`src/design/mlpbp_pkg.sv`:
```
// Package for the 2-2-1 sigmoid network training step: sizes, number formats,
// the sigmoid table, the weight reset seeds and the address helpers.
// No dependencies.
package mlpbp_pkg;

    localparam int NUM_INPUTS  = 2;
    localparam int NUM_HIDDEN  = 2;
    localparam int FRAC_BITS   = 12;

    localparam int ONE         = 1 << FRAC_BITS;
    localparam int HID_STRIDE  = NUM_INPUTS + 1;
    localparam int OUT_BASE    = NUM_HIDDEN * HID_STRIDE;
    localparam int STORE_DEPTH = OUT_BASE + NUM_HIDDEN + 1;

    localparam int IN_W        = 16;
    localparam int W_W         = 16;
    localparam int ACT_W       = FRAC_BITS + 1;
    localparam int DELTA_W     = FRAC_BITS;
    localparam int OP_W        = 18;
    localparam int PROD_W      = 2 * OP_W;
    localparam int ACC_W       = 40;
    localparam int ADDR_W      = $clog2(STORE_DEPTH);
    localparam int IN_IDX_W    = (NUM_INPUTS > 1) ? $clog2(NUM_INPUTS) : 1;
    localparam int HID_IDX_W   = (NUM_HIDDEN > 1) ? $clog2(NUM_HIDDEN) : 1;
    localparam int SIG_SAT     = 8 << FRAC_BITS;

    typedef logic signed [IN_W-1:0]   t_in;
    typedef logic signed [W_W-1:0]    t_weight;
    typedef logic [ACT_W-1:0]         t_act;
    typedef logic signed [OP_W-1:0]   t_op;
    typedef logic signed [PROD_W-1:0] t_prod;
    typedef logic signed [ACC_W-1:0]  t_acc;
    typedef logic [ADDR_W-1:0]        t_addr;
    typedef logic [IN_IDX_W-1:0]      t_in_idx;
    typedef logic [HID_IDX_W-1:0]     t_hid_idx;
    typedef t_weight                  t_seed_tab [STORE_DEPTH];

    // Sigmoid at k/2 for k = 0..16, unsigned with 16 fraction bits.
    function automatic logic [16:0] sig_lut(input logic [4:0] k);
        logic [16:0] v;
        unique case (k)
            5'd0:    v = 17'd32768;
            5'd1:    v = 17'd40793;
            5'd2:    v = 17'd47911;
            5'd3:    v = 17'd53581;
            5'd4:    v = 17'd57725;
            5'd5:    v = 17'd60565;
            5'd6:    v = 17'd62428;
            5'd7:    v = 17'd63615;
            5'd8:    v = 17'd64357;
            5'd9:    v = 17'd64808;
            5'd10:   v = 17'd65097;
            5'd11:   v = 17'd65269;
            5'd12:   v = 17'd65374;
            5'd13:   v = 17'd65438;
            5'd14:   v = 17'd65476;
            5'd15:   v = 17'd65500;
            default: v = 17'd65514;
        endcase
        return v;
    endfunction

    // Reset weights: (((5k+3) mod 17) - 8) sixteenths of one, stepped without a divider.
    function automatic t_seed_tab seed_tab();
        t_seed_tab tab;
        int v;
        v = 3;
        for (int k = 0; k < STORE_DEPTH; k++) begin
            tab[k] = W_W'((v - 8) * (ONE / 16));
            v = v + 5;
            if (v >= 17) begin
                v = v - 17;
            end
        end
        return tab;
    endfunction

    function automatic t_weight sat16(input t_acc v);
        t_weight r;
        if (v > t_acc'(32767)) begin
            r = 16'sh7FFF;
        end else if (v < -t_acc'(32768)) begin
            r = 16'sh8000;
        end else begin
            r = v[W_W-1:0];
        end
        return r;
    endfunction

    function automatic t_addr hid_addr(input t_hid_idx h, input int i);
        return ADDR_W'(int'(h) * HID_STRIDE + i);
    endfunction

endpackage

```
`src/design/mlpbp_if.sv`:
```
// Request and result channel interfaces for the network training step.
// Depends on mlpbp_pkg.
interface mlpbp_in_if;
    logic                        valid;
    logic                        ready;
    logic signed [15:0]          first_input;
    logic signed [15:0]          second_input;
    logic [mlpbp_pkg::ACT_W-1:0] target_value;

    modport source (output valid, first_input, second_input, target_value, input ready);
    modport sink   (input valid, first_input, second_input, target_value, output ready);
endinterface

interface mlpbp_out_if;
    logic                                 valid;
    logic                                 ready;
    logic [mlpbp_pkg::ACT_W-1:0]          output_activation;
    logic signed [mlpbp_pkg::DELTA_W-1:0] output_delta;
    logic                                 decision_bit;

    modport source (output valid, output_activation, output_delta, decision_bit,
                    input ready);
    modport sink   (input valid, output_activation, output_delta, decision_bit,
                    output ready);
endinterface

```
`src/design/mlpbp_ram.sv`:
```
// Generic simple dual-port RAM: one write port, one read port, registered read.
// No dependencies.
module mlpbp_ram #(
    parameter int WIDTH = 16,
    parameter int DEPTH = 16
) (
    input  logic                     i_clk,
    input  logic                     i_we,
    input  logic [$clog2(DEPTH)-1:0] i_waddr,
    input  logic [WIDTH-1:0]         i_wdata,
    input  logic [$clog2(DEPTH)-1:0] i_raddr,
    output logic [WIDTH-1:0]         o_rdata
);
    logic [WIDTH-1:0] r_mem [DEPTH];
    logic [WIDTH-1:0] r_rdata;

    always_ff @(posedge i_clk) begin
        if (i_we) begin
            r_mem[i_waddr] <= i_wdata;
        end
        r_rdata <= r_mem[i_raddr];
    end

    assign o_rdata = r_rdata;
endmodule

```
`src/design/mlpbp_wstore.sv`:
```
// Weight store: RAM plus one valid bit per entry, so that an entry not yet
// written since reset reads as its seed value. Depends on mlpbp_pkg, mlpbp_ram.
module mlpbp_wstore (
    input  logic               i_clk,
    input  logic               i_rst_n,
    input  mlpbp_pkg::t_addr   i_raddr,
    input  logic               i_we,
    input  mlpbp_pkg::t_addr   i_waddr,
    input  mlpbp_pkg::t_weight i_wdata,
    output mlpbp_pkg::t_weight o_rdata
);
    import mlpbp_pkg::*;

    localparam t_seed_tab SEED = seed_tab();

    logic [STORE_DEPTH-1:0] r_valid;
    logic                   r_rvalid;
    t_weight                r_seed;
    logic [W_W-1:0]         ram_rdata;

    mlpbp_ram #(.WIDTH(W_W), .DEPTH(STORE_DEPTH)) u_ram (
        .i_clk   (i_clk),
        .i_we    (i_we),
        .i_waddr (i_waddr),
        .i_wdata (i_wdata),
        .i_raddr (i_raddr),
        .o_rdata (ram_rdata)
    );

    always_ff @(posedge i_clk) begin
        if (!i_rst_n) begin
            r_valid  <= '0;
            r_rvalid <= 1'b0;
        end else begin
            if (i_we) begin
                r_valid[i_waddr] <= 1'b1;
            end
            r_rvalid <= r_valid[i_raddr];
        end
        r_seed <= SEED[i_raddr];
    end

    assign o_rdata = r_rvalid ? t_weight'(ram_rdata) : r_seed;
endmodule

```
`src/design/mlpbp_sigmoid.sv`:
```
// Two-stage fixed-point sigmoid: table lookup with linear interpolation.
// Depends on mlpbp_pkg.
module mlpbp_sigmoid (
    input  logic             i_clk,
    input  mlpbp_pkg::t_acc  i_acc,
    output mlpbp_pkg::t_act  o_act
);
    import mlpbp_pkg::*;

    t_acc                 z;
    t_acc                 mag;
    logic                 r_neg;
    logic                 r_sat;
    logic [3:0]           r_idx;
    logic [FRAC_BITS-2:0] r_frac;
    logic [16:0]          lo;
    logic [16:0]          hi;
    logic [16+FRAC_BITS-1:0] ip;
    logic [16:0]          y16;
    logic [17:0]          rnd;
    t_act                 y;
    t_act                 r_act;

    // The input is the unscaled sum; the pre-activation is its floor shift.
    always_comb begin
        z   = i_acc >>> FRAC_BITS;
        mag = z[ACC_W-1] ? -z : z;
    end

    always_ff @(posedge i_clk) begin
        r_neg  <= z[ACC_W-1];
        r_sat  <= mag >= t_acc'(SIG_SAT);
        r_idx  <= mag[FRAC_BITS+2:FRAC_BITS-1];
        r_frac <= mag[FRAC_BITS-2:0];
    end

    always_comb begin
        lo  = sig_lut({1'b0, r_idx});
        hi  = sig_lut(5'({1'b0, r_idx}) + 5'd1);
        ip  = (16+FRAC_BITS)'(hi - lo) * (16+FRAC_BITS)'(r_frac);
        y16 = r_sat ? sig_lut(5'd16) : lo + 17'(ip >> (FRAC_BITS - 1));
        rnd = (18'(y16) + 18'(1 << (15 - FRAC_BITS))) >> (16 - FRAC_BITS);
        y   = rnd[ACT_W-1:0];
    end

    always_ff @(posedge i_clk) begin
        r_act <= r_neg ? t_act'(ONE) - y : y;
    end

    assign o_act = r_act;
endmodule

```
`src/design/mlp_online_backprop_step.sv`:
```
// One online training step of a 2-2-1 sigmoid network per request: forward
// pass, output delta, then a backpropagation update of all nine weights.
// A request is taken only in the idle state, so a new one is not accepted until the result of
// the last is loaded into the result register; the pace is set by the single shared multiplier,
// the registered weight RAM read and the registered sigmoid. An unaccepted result holds the next one back.
// Synchronous active-low reset restores the seed weights at once (per-entry
// valid bits) and empties the result register.
module mlp_online_backprop_step (
    input  logic i_clk,
    input  logic i_rst_n,
    mlpbp_in_if.sink    i_req,
    mlpbp_out_if.source o_rsp
);
    import mlpbp_pkg::*;

    typedef enum logic [4:0] {
        S_IDLE, S_HB, S_HB2, S_HM, S_HA, S_OB, S_OB2, S_OM, S_OA,
        S_SG1, S_SG2, S_SG3, S_D1, S_D2, S_D3, S_D4,
        S_BW, S_BW2, S_BW3, S_BW4, S_BW5, S_BW6, S_BW7,
        S_HU, S_HW, S_HBU, S_OBU, S_FIN
    } t_state;

    t_state   r_state;
    t_in      r_x [NUM_INPUTS];
    t_act     r_t;
    t_act     r_hact [NUM_HIDDEN];
    t_act     r_s;
    t_in_idx  r_i;
    t_hid_idx r_h;
    logic     r_olayer;
    t_acc     r_acc;
    t_prod    r_prod;
    t_op      r_slope, r_delta, r_back, r_hslope, r_dh;
    t_weight  r_wq;
    logic     r_ov;
    t_act     r_o_act;
    logic signed [DELTA_W-1:0] r_o_delta;
    logic     r_o_dec;

    t_addr    raddr, waddr;
    logic     we;
    t_weight  wdata, rdata;
    t_act     sig_y;
    t_op      ma, mb;
    t_op      hact_op, s_op, t_op_v, x_op, rd_op;
    logic     last_i, last_h;

    mlpbp_wstore u_store (
        .i_clk   (i_clk),
        .i_rst_n (i_rst_n),
        .i_raddr (raddr),
        .i_we    (we),
        .i_waddr (waddr),
        .i_wdata (wdata),
        .o_rdata (rdata)
    );

    mlpbp_sigmoid u_sig (
        .i_clk (i_clk),
        .i_acc (r_acc),
        .o_act (sig_y)
    );

    always_comb begin
        last_i  = r_i == IN_IDX_W'(NUM_INPUTS - 1);
        last_h  = r_h == HID_IDX_W'(NUM_HIDDEN - 1);
        hact_op = OP_W'(signed'({1'b0, r_hact[r_h]}));
        s_op    = OP_W'(signed'({1'b0, r_s}));
        t_op_v  = OP_W'(signed'({1'b0, r_t}));
        x_op    = OP_W'(r_x[r_i]);
        rd_op   = OP_W'(rdata);
    end

    // Read address for the state that follows; write port for the update states.
    always_comb begin
        raddr = '0;
        we    = 1'b0;
        waddr = '0;
        wdata = '0;
        case (r_state)
            S_HB:  raddr = hid_addr(r_h, NUM_INPUTS);
            S_HB2: raddr = hid_addr(r_h, 0);
            S_HA:  raddr = hid_addr(r_h, int'(r_i) + 1);
            S_OB:  raddr = ADDR_W'(OUT_BASE + NUM_HIDDEN);
            S_OB2: raddr = ADDR_W'(OUT_BASE);
            S_OA:  raddr = ADDR_W'(OUT_BASE + int'(r_h) + 1);
            S_BW:  raddr = ADDR_W'(OUT_BASE + int'(r_h));
            S_BW7: raddr = hid_addr(r_h, 0);
            S_HW: begin
                raddr = last_i ? hid_addr(r_h, NUM_INPUTS) : hid_addr(r_h, int'(r_i) + 1);
                we    = 1'b1;
                waddr = hid_addr(r_h, int'(r_i));
                wdata = sat16(ACC_W'(r_wq) + ACC_W'(r_prod >>> FRAC_BITS));
            end
            S_BW4: begin
                we    = 1'b1;
                waddr = ADDR_W'(OUT_BASE + int'(r_h));
                wdata = sat16(ACC_W'(r_wq) + ACC_W'(r_prod >>> FRAC_BITS));
            end
            S_HBU: begin
                raddr = ADDR_W'(OUT_BASE + NUM_HIDDEN);
                we    = 1'b1;
                waddr = hid_addr(r_h, NUM_INPUTS);
                wdata = sat16(ACC_W'(rdata) + ACC_W'(r_dh));
            end
            S_OBU: begin
                we    = 1'b1;
                waddr = ADDR_W'(OUT_BASE + NUM_HIDDEN);
                wdata = sat16(ACC_W'(rdata) + ACC_W'(r_delta));
            end
            default: ;
        endcase
    end

    // Operands of the shared multiplier.
    always_comb begin
        ma = '0;
        mb = '0;
        case (r_state)
            S_HM:  begin ma = x_op;     mb = rd_op;                end
            S_OM:  begin ma = hact_op;  mb = rd_op;                end
            S_D1:  begin ma = s_op;     mb = OP_W'(ONE) - s_op;    end
            S_D3:  begin ma = r_slope;  mb = t_op_v - s_op;        end
            S_BW2: begin ma = r_delta;  mb = rd_op;                end
            S_BW3: begin ma = r_delta;  mb = hact_op;              end
            S_BW4: begin ma = hact_op;  mb = OP_W'(ONE) - hact_op; end
            S_BW6: begin ma = r_hslope; mb = r_back;               end
            S_HU:  begin ma = r_dh;     mb = x_op;                 end
            default: ;
        endcase
    end

    always_ff @(posedge i_clk) begin
        r_prod <= PROD_W'(ma) * PROD_W'(mb);
        if (!i_rst_n) begin
            r_state <= S_IDLE;
            r_ov    <= 1'b0;
        end else begin
            if (o_rsp.ready && r_state != S_FIN) begin
                r_ov <= 1'b0;
            end
            unique case (r_state)
                S_IDLE: begin
                    if (i_req.valid) begin
                        r_x[0] <= i_req.first_input;
                        r_x[1] <= i_req.second_input;
                        // Targets above one are saturated to one.
                        r_t    <= (i_req.target_value > t_act'(ONE)) ? t_act'(ONE)
                                                                     : i_req.target_value;
                        r_h    <= '0;
                        r_olayer <= 1'b0;
                        r_state  <= S_HB;
                    end
                end
                S_HB:  r_state <= S_HB2;
                S_HB2: begin
                    r_acc   <= ACC_W'(rdata) <<< FRAC_BITS;
                    r_i     <= '0;
                    r_state <= S_HM;
                end
                S_HM:  r_state <= S_HA;
                S_HA: begin
                    r_acc <= r_acc + ACC_W'(r_prod);
                    if (last_i) begin
                        r_state <= S_SG1;
                    end else begin
                        r_i     <= r_i + 1'b1;
                        r_state <= S_HM;
                    end
                end
                S_OB:  r_state <= S_OB2;
                S_OB2: begin
                    r_acc   <= ACC_W'(rdata) <<< FRAC_BITS;
                    r_h     <= '0;
                    r_state <= S_OM;
                end
                S_OM:  r_state <= S_OA;
                S_OA: begin
                    r_acc <= r_acc + ACC_W'(r_prod);
                    if (last_h) begin
                        r_olayer <= 1'b1;
                        r_state  <= S_SG1;
                    end else begin
                        r_h     <= r_h + 1'b1;
                        r_state <= S_OM;
                    end
                end
                S_SG1: r_state <= S_SG2;
                S_SG2: r_state <= S_SG3;
                S_SG3: begin
                    if (r_olayer) begin
                        r_s     <= sig_y;
                        r_state <= S_D1;
                    end else begin
                        r_hact[r_h] <= sig_y;
                        if (last_h) begin
                            r_state <= S_OB;
                        end else begin
                            r_h     <= r_h + 1'b1;
                            r_state <= S_HB;
                        end
                    end
                end
                S_D1:  r_state <= S_D2;
                S_D2: begin
                    r_slope <= OP_W'(r_prod >>> FRAC_BITS);
                    r_state <= S_D3;
                end
                S_D3:  r_state <= S_D4;
                S_D4: begin
                    r_delta <= OP_W'(r_prod >>> FRAC_BITS);
                    r_h     <= '0;
                    r_state <= S_BW;
                end
                // The output weight is read before it is rewritten, so the hidden
                // delta sees the value from before this step.
                S_BW:  r_state <= S_BW2;
                S_BW2: begin
                    r_wq    <= rdata;
                    r_state <= S_BW3;
                end
                S_BW3: begin
                    r_back  <= OP_W'(r_prod >>> FRAC_BITS);
                    r_state <= S_BW4;
                end
                S_BW4: r_state <= S_BW5;
                S_BW5: begin
                    r_hslope <= OP_W'(r_prod >>> FRAC_BITS);
                    r_state  <= S_BW6;
                end
                S_BW6: r_state <= S_BW7;
                S_BW7: begin
                    r_dh    <= OP_W'(r_prod >>> FRAC_BITS);
                    r_i     <= '0;
                    r_state <= S_HU;
                end
                S_HU: begin
                    r_wq    <= rdata;
                    r_state <= S_HW;
                end
                S_HW: begin
                    if (last_i) begin
                        r_state <= S_HBU;
                    end else begin
                        r_i     <= r_i + 1'b1;
                        r_state <= S_HU;
                    end
                end
                S_HBU: begin
                    if (last_h) begin
                        r_state <= S_OBU;
                    end else begin
                        r_h     <= r_h + 1'b1;
                        r_state <= S_BW;
                    end
                end
                S_OBU: r_state <= S_FIN;
                S_FIN: begin
                    if (!r_ov || o_rsp.ready) begin
                        r_ov      <= 1'b1;
                        r_o_act   <= r_s;
                        r_o_delta <= r_delta[DELTA_W-1:0];
                        r_o_dec   <= ((ACT_W+3)'(r_s) << 2) + (ACT_W+3)'(r_s)
                                     > (ACT_W+3)'(ONE);
                        r_state   <= S_IDLE;
                    end
                end
                default: r_state <= S_IDLE;
            endcase
        end
    end

    assign i_req.ready             = r_state == S_IDLE;
    assign o_rsp.valid             = r_ov;
    assign o_rsp.output_activation = r_o_act;
    assign o_rsp.output_delta      = r_o_delta;
    assign o_rsp.decision_bit      = r_o_dec;
endmodule

```
`src/flat_wrapper.sv`:
```
// flat-port wrapper written by rule: the top's interface ports become plain ports
module mlp_online_backprop_step_flat import mlpbp_pkg::*;
  (i_clk, i_rst_n, i_req_valid, i_req_first_input, i_req_second_input, i_req_target_value, i_req_ready, o_rsp_valid, o_rsp_output_activation, o_rsp_output_delta, o_rsp_decision_bit, o_rsp_ready);
  mlpbp_in_if i_req_i ();
  mlpbp_out_if o_rsp_i ();
  input  logic i_clk;
  input  logic i_rst_n;
  input wire logic [$bits(i_req_i.valid)-1:0] i_req_valid;
  input wire logic [$bits(i_req_i.first_input)-1:0] i_req_first_input;
  input wire logic [$bits(i_req_i.second_input)-1:0] i_req_second_input;
  input wire logic [$bits(i_req_i.target_value)-1:0] i_req_target_value;
  output wire logic [$bits(i_req_i.ready)-1:0] i_req_ready;
  output wire logic [$bits(o_rsp_i.valid)-1:0] o_rsp_valid;
  output wire logic [$bits(o_rsp_i.output_activation)-1:0] o_rsp_output_activation;
  output wire logic [$bits(o_rsp_i.output_delta)-1:0] o_rsp_output_delta;
  output wire logic [$bits(o_rsp_i.decision_bit)-1:0] o_rsp_decision_bit;
  input wire logic [$bits(o_rsp_i.ready)-1:0] o_rsp_ready;
  assign i_req_i.valid = i_req_valid;
  assign i_req_i.first_input = i_req_first_input;
  assign i_req_i.second_input = i_req_second_input;
  assign i_req_i.target_value = i_req_target_value;
  assign i_req_ready = i_req_i.ready;
  assign o_rsp_valid = o_rsp_i.valid;
  assign o_rsp_output_activation = o_rsp_i.output_activation;
  assign o_rsp_output_delta = o_rsp_i.output_delta;
  assign o_rsp_decision_bit = o_rsp_i.decision_bit;
  assign o_rsp_i.ready = o_rsp_ready;
  mlp_online_backprop_step u_core (.i_clk(i_clk), .i_rst_n(i_rst_n), .i_req(i_req_i), .o_rsp(o_rsp_i));
endmodule
```
`config.mk`:
```
export PLATFORM = sky130hd
export DESIGN_NAME = mlp_online_backprop_step_flat
export DESIGN_NICKNAME = d
export VERILOG_FILES = /design/src/design/mlpbp_pkg.sv /design/src/design/mlpbp_if.sv /design/src/design/mlpbp_ram.sv /design/src/design/mlpbp_wstore.sv /design/src/design/mlpbp_sigmoid.sv /design/src/design/mlp_online_backprop_step.sv /design/src/flat_wrapper.sv
export SDC_FILE = /design/constraint.sdc
export NUM_CORES = 2
export LEC_CHECK = 0
export BUFFER_PORTS_ARGS = -buffer_cell sky130_fd_sc_hd__buf_2
export CAP_MARGIN = 20
export CORE_MARGIN = 2
export CORE_UTILIZATION = 59
export DETAILED_ROUTE_END_ITERATION = 10
export PLACE_DENSITY_LB_ADDON = 0.08
export SYNTH_ARGS = -nofsm -noshare
export SYNTH_HDL_FRONTEND = slang
export SYNTH_SLANG_ARGS = --single-unit
```
`constraint.sdc`:
```
create_clock -name i_clk -period 12 [get_ports i_clk]
set_clock_uncertainty 0.1 [all_clocks]
set_input_delay 1.8 -clock i_clk [delete_from_list [all_inputs] [get_ports i_clk]]
set_output_delay 1.8 -clock i_clk [all_outputs]
set_load 0.005 [all_outputs]
```
[Yosys cells after proc, flatten, opt, wreduce, memory -nomap -nowiden]
Memories as Yosys holds them, arrays and structs flattened. A register that Yosys moved wholly into a read port is not among the register bits.
Index checks and enable logic that the tools add are counted.
Word-level totals
  ROM bits: 736
  word-level logic and storage cells: 193
  bits in writable memories: 202
  output and inout bits: 28
  bits in registers: 283
  memories kept: 6
  bits of input ports: 49
Cells by class
  reductions and logical operators: 36
  add/sub/neg operators: 22
  magnitude comparators: 12
  $mul: 3
  eq/ne operators: 32
  bitwise operators: 2
  mux-type cells: 55
Memories
  (no name shown): words 16, bits a word 16, rd ports 1, clocked after Yosys merged registers in 1, wr ports 0, line mlpbp_wstore.sv:40  | r_seed <= SEED[i_raddr];
  (no name shown): words 16, bits a word 15, rd ports 1, clocked after Yosys merged registers in 1, wr ports 0, line mlpbp_pkg.sv:41  | unique case (k)
  (no name shown): words 16, bits a word 15, rd ports 1, clocked after Yosys merged registers in 0, wr ports 0, line mlpbp_pkg.sv:41
  u_core.u_store.u_ram.r_mem: words 9, bits a word 16, rd ports 1, clocked after Yosys merged registers in 1, wr ports 1, line mlpbp_ram.sv:14  | logic [WIDTH-1:0] r_mem [DEPTH];
  u_core.r_x: words 2, bits a word 16, rd ports 1, clocked after Yosys merged registers in 1, wr ports 2, line mlp_online_backprop_step.sv:24  | t_in r_x [NUM_INPUTS];
  u_core.r_hact: words 2, bits a word 13, rd ports 1, clocked after Yosys merged registers in 1, wr ports 1, line mlp_online_backprop_step.sv:26  | t_act r_hact [NUM_HIDDEN];
Operator list (number)
  18-bit case mux with 7 select lines: 2
  5-bit case mux with 28 select lines: 1
  40-bit by 16-bit > comparator with 1-bit output (second input constant): 3
  40-bit by 16-bit < comparator with 1-bit output (second input constant): 3
  16-bit 2-to-1 mux: 7
  40-bit case mux with 2 select lines: 1
  5-bit == test (second input constant): 12
  16-bit case mux with 3 select lines: 1
  40-bit by 36-bit adder with 40-bit output: 1
  5-bit by 4-bit == test with 1-bit output (second input constant): 8
  40-bit by 17-bit >= comparator with 1-bit output (second input constant): 1
  40-bit 2-to-1 mux: 1
  28-bit negator with 40-bit output: 1
  16-bit by 18-bit adder with 19-bit output: 2
  18-bit by 18-bit multiplier with 36-bit output: 1
  17-bit 2-to-1 mux: 2
  4-bit case mux with 8 select lines: 1
  18-bit by 12-bit multiplier with 28-bit output: 1
  13-bit by 13-bit subtractor with 14-bit output (first input constant): 2
  16-bit by 24-bit adder with 25-bit output: 1
  1-bit 2-to-1 mux: 23
  2-bit OR reduction: 11
  5-bit by 3-bit == test with 1-bit output (second input constant): 4
  4-bit 2-to-1 mux: 5
  other kinds (45): 67

[Logic depth before layout (Yosys ltp)]
An unclocked memory read counts as a cell.
  word-level depth: 10
  gate-level depth with buffers: 54

[Hierarchy]
Synthesis repeated with hierarchy kept, for this count alone.
Unflattened totals
  cell total of the unflattened synthesis: 5000
  area total of the unflattened synthesis: 49042.0 um2
Modules (own cells, without submodules)
  mlp_online_backprop_step: seq. area each 8658.3 um2, instances 1, cells each 3198, area an instance 30889.6 um2
  mlpbp_sigmoid: seq. area each 900.9 um2, instances 1, cells each 1390, area an instance 11330.9 um2
  mlpbp_ram: seq. area each 4644.5 um2, instances 1, cells each 323, area an instance 6023.3 um2
  mlpbp_wstore: seq. area each 300.3 um2, instances 1, cells each 89, area an instance 798.3 um2

[Worst setup path before layout]
Ideal clock, no wire load.
  path kind: reg-to-reg
  start: register u_core.u_sig.r_idx[0]
  end: register u_core.u_sig.r_act[12] (netlist: u_core.u_sig.o_act[12])
  clock period less this slack: 11379 ps
  path slack: 621 ps
  data required time: 11768 ps
  path buffers: 3
  cell stages (with the launch flop): 51
  arrival: 11147 ps
  path through: dfxtp_1 ha_1 clkbuf_1 xnor2_1 clkbuf_1 a31oi_1 o21ai_0 inv_1 fa_1 nor2b_1 o21ai_0 a21boi_0 o21ai_0 a21boi_0 o21ai_0 a21boi_0 o21ai_0 a21boi_0 [... 15 more ...] o31ai_1 or2_2 a21oi_1 xnor2_1 ha_1 and3_1 a221oi_1 nor2_1 a21oi_1 o21ai_2 mux2_4 a311oi_2 or4b_4 nor2_2 xor2_1 a21oi_1 a31oi_1 o311ai_1
Between the ends
  word-level cells in the longest chain between the ends: 10
RTL lines
  start, declared: line mlpbp_sigmoid.sv:14  | logic [3:0] r_idx;
  start signal, assigned: line mlpbp_sigmoid.sv:33  | r_idx <= mag[FRAC_BITS+2:FRAC_BITS-1];
  4-bit by 1-bit adder with 5-bit output (*): line mlpbp_sigmoid.sv:39  | hi = sig_lut(5'({1'b0, r_idx}) + 5'd1);
  memory 16 x 15 bit
  17-bit 2-to-1 mux (*): line mlpbp_pkg.sv:41
  17-bit by 17-bit subtractor with 18-bit output (*): line mlpbp_sigmoid.sv:40  | ip = (16+FRAC_BITS)'(hi - lo) * (16+FRAC_BITS)'(r_frac);
  18-bit by 12-bit multiplier with 28-bit output (*): line mlpbp_sigmoid.sv:40
  17-bit adder (*): line mlpbp_sigmoid.sv:41  | y16 = r_sat ? sig_lut(5'd16) : lo + 17'(ip >> (FRAC_BITS - 1));
  17-bit 2-to-1 mux (*): line mlpbp_sigmoid.sv:41
  17-bit by 4-bit adder with 17-bit output (*): line mlpbp_sigmoid.sv:42  | rnd = (18'(y16) + 18'(1 << (15 - FRAC_BITS))) >> (16 - FRAC_BITS);
  13-bit subtractor: line mlpbp_sigmoid.sv:47  | r_act <= r_neg ? t_act'(ONE) - y : y;
  13-bit 2-to-1 mux (*): line mlpbp_sigmoid.sv:47
  end signal, assigned: line mlpbp_sigmoid.sv:47
  end, declared: line mlpbp_sigmoid.sv:22  | t_act r_act;
Mark *: on every way between the ends. The rest lies on a longest branch, timed or not.
A chain may end at the register's enable or synchronous reset.

[Worst setup path after layout]
Same ends and word-level chain as after synthesis.

==> impl_metrics.toml <==
[run_status]
status = "completed"

[placement]
place_congestion = 0.969
dp_hpwl_microns = 101000
dp_cells = 5917
postPlaceCellArea_sq_um = 49400
io_buffers = 76

[timing]
setup_viol = 0
finalHoldViolCount = 0
fin_tns_setup_ns = 0
min_period_ns = 11.22
worst_pin_slew_ns = 1.13
finalCritPeriodShare_pct = 93.5
finalMaxSlewViolations = 0
rsz0062_at_grt = "false"
slew_headroom_pct = 24.1
max_freq_mhz = 89.1

[final_layout]
fin_cells = 6034
stdcell_area_sq_um = 51600
n_fill_cell = 6535
drive_gt1_share_pct = 7.83
syn2layout_area_growth_pct = 8.69
finalNetCount = 5819

[clocking]
clockBufferDepth = 3
cts_hold_buf = 0
cts_max_level = 2
cts_tree = "done"
cts_buffers = 59
clk_pin_slew_ns = 0.06
cts.sinks = 523
insertion_delay_ns = 0.67
root_buffer = "clkbuf_16"

[worst_setup_path]
required_ns = 12.44
cp_data_arrival_time_ns = 11.66
crit_buf_inv = 9
cp_slowest_stage_delay_ns = 0.56
path_max_fanout = 10
cp_top_family = "adder cells"
cpMaxStageDelayCell = "fa_1"
crit_type = "reg -> reg"
cp-end-kind = "register"
worstSetupStartpointType = "register"

[global_routing]
antenna_found_initial = 3
grt_overflow = 0
track_usage_pct = 32.2
grt_max_degree = 58
grt_pass1_vias = 36100
grt_pass1_wl_microns = 204000

[die]
die_y_microns = 288
initial_core_util_pct = 59.9
num_rows = 103
die-area_sq_um = 82700
coreArea_sq_um = 79300
die_w_microns = 288
boundaryPins = 77

[yosys]
postSynthAreaPerCell_sq_um = 9.76
synth_edf_count = 403
yosysTopAreaCell = "edfxtp_1"
synth_seq_area_share_pct = 30.6
async_flop_share_pct = 0
ys_warn_count = 0
synth_ff_type = "edfxtp_1"
synth_area_leaders = "edfxtp_1, fa_1, ha_1"
yosysMostFrequentCell = "inv_1"
synth_common_cells = "inv_1, nand2_1, fa_1, edfxtp_1, ha_1"
netlist_instances = 4862
syn-num-nets = 5747
yosys_register_bits = 523
yosys.area.top_type_share_pct = 25.5
netlist_area_sq_um = 47400
ys_types = 101

[routing]
drtAntennaViolNets = 0
via_per_inst = 6.01
dr.pass1.iters = 9
avgRoutedWirePerCell_microns = 21.7
vias = 36300
wl_microns = 131000
drt_iter0_drc = 3449
route.detailed.drc = 0

[flow_run]
drv_cap = 0

[worst_hold_path]
hp-class = "reg -> reg"
==> cell usage in the layout (no fill, tap or decap), types with 113 or more instances in the layout <==
cell        n
buf_4     113
ha_1      327
a21oi_1   225
nor2_1    310
o21ai_0   203
edfxtp_1  403
dfxtp_1   117
inv_1     678
fa_1      507
nand2_1   580
xnor2_1   147
==> cells by family after synthesis <==
group                      after synthesis  synth area share, %
AOI/OAI and AO/OA                      915                 12.7
xor gates and xnor gates               218                 4.11
adders and majority gates              836                 30.1
buffers and inverters                  862                 6.82
DFF                                    523                 30.6
muxes                                   66                 1.46
and+or+nand+nor                       1442                 14.2
==> per-layer routing <==
metal / up-vias / wire [microns] / part of all wire (%) / track usage (%)
met3: 242 / 11500 / 8.8 / 6.52
met5: - / 13 / 0.0099 / 0
met2: 1457 / 61000 / 47 / 52.3
li1: 16600 / - / - / -
met4: 2 / 4950 / 3.8 / 10.8
met1: 18000 / 53700 / 41 / 43.4
==> worst paths after layout <==
kind,slack [ns],from,cells past startpoint,endpoint
setup / recovery,0.78,u_core.u_sig.r_idx[0],45,u_core.u_sig.o_act[12]
setup reg to reg,0.78,u_core.u_sig.r_idx[0],45,u_core.u_sig.o_act[12]
hold / removal,0.27,u_core.r_acc[12],0,u_core.u_sig.r_frac[0]
hold reg to reg,0.27,u_core.r_acc[12],0,u_core.u_sig.r_frac[0]
==> registers in the layout (all words and copies together) (netlist names), 26 cells and up, named ones only <==
register                    cells
u_core.r_hact                  26
u_core.r_prod                  36
u_core.u_store.u_ram.r_mem    144
u_core.r_acc                   40
u_core.r_x                     32
==> final cells by class <==
cell class / count / area (sq um) / share of cell area, %
multi-input combinational: 3477 / 29900 / 58.0
sequential: 523 / 14500 / 28.1
inverter: 680 / 2550 / 4.95
clock buffer: 76 / 1630 / 3.17
tap: 1050 / 1310 / 2.55
timing repair buffer: 193 / 1280 / 2.49
clock inverter: 34 / 369 / 0.716
antenna: 1 / 2.50 / 0.00485
==> through the flow <==
stage | setup slack, ns | hold slack (ns) | util (%)
final | 0.779 | 0.266 | 65.1
after global routing | 0.00437 | 0.299 | 65.1
after CTS | 0.0959 | 0.274 | 64.9
after detailed placement | 0.157 | 0.304 | 62.3
after global placement | 0.343 | 0.297 | 62.3
after floorplan | 0.621 | 0.268 | -
==> worst reg2reg max path: cells and delay by family (launching register included) <==
| family | cells | cell delay, ns |
|---|---|---|
| mux | 1 | 0.20 |
| flops | 1 | 0.33 |
| xor+xnor | 4 | 1.14 |
| fa+ha+maj | 10 | 4.13 |
| compound gates | 12 | 2.44 |
| simple gates | 9 | 1.67 |
| buf+inv | 9 | 1.12 |
==> timing repair <==
action | CTS | global route
endpoints found under the setup margin | 0 | 10
gates resized for setup | 0 | 27
setup buffers | 0 | 2
Power is not shown: default switching activity piles up to over one toggle a cycle in this logic, so the estimate is an artifact.
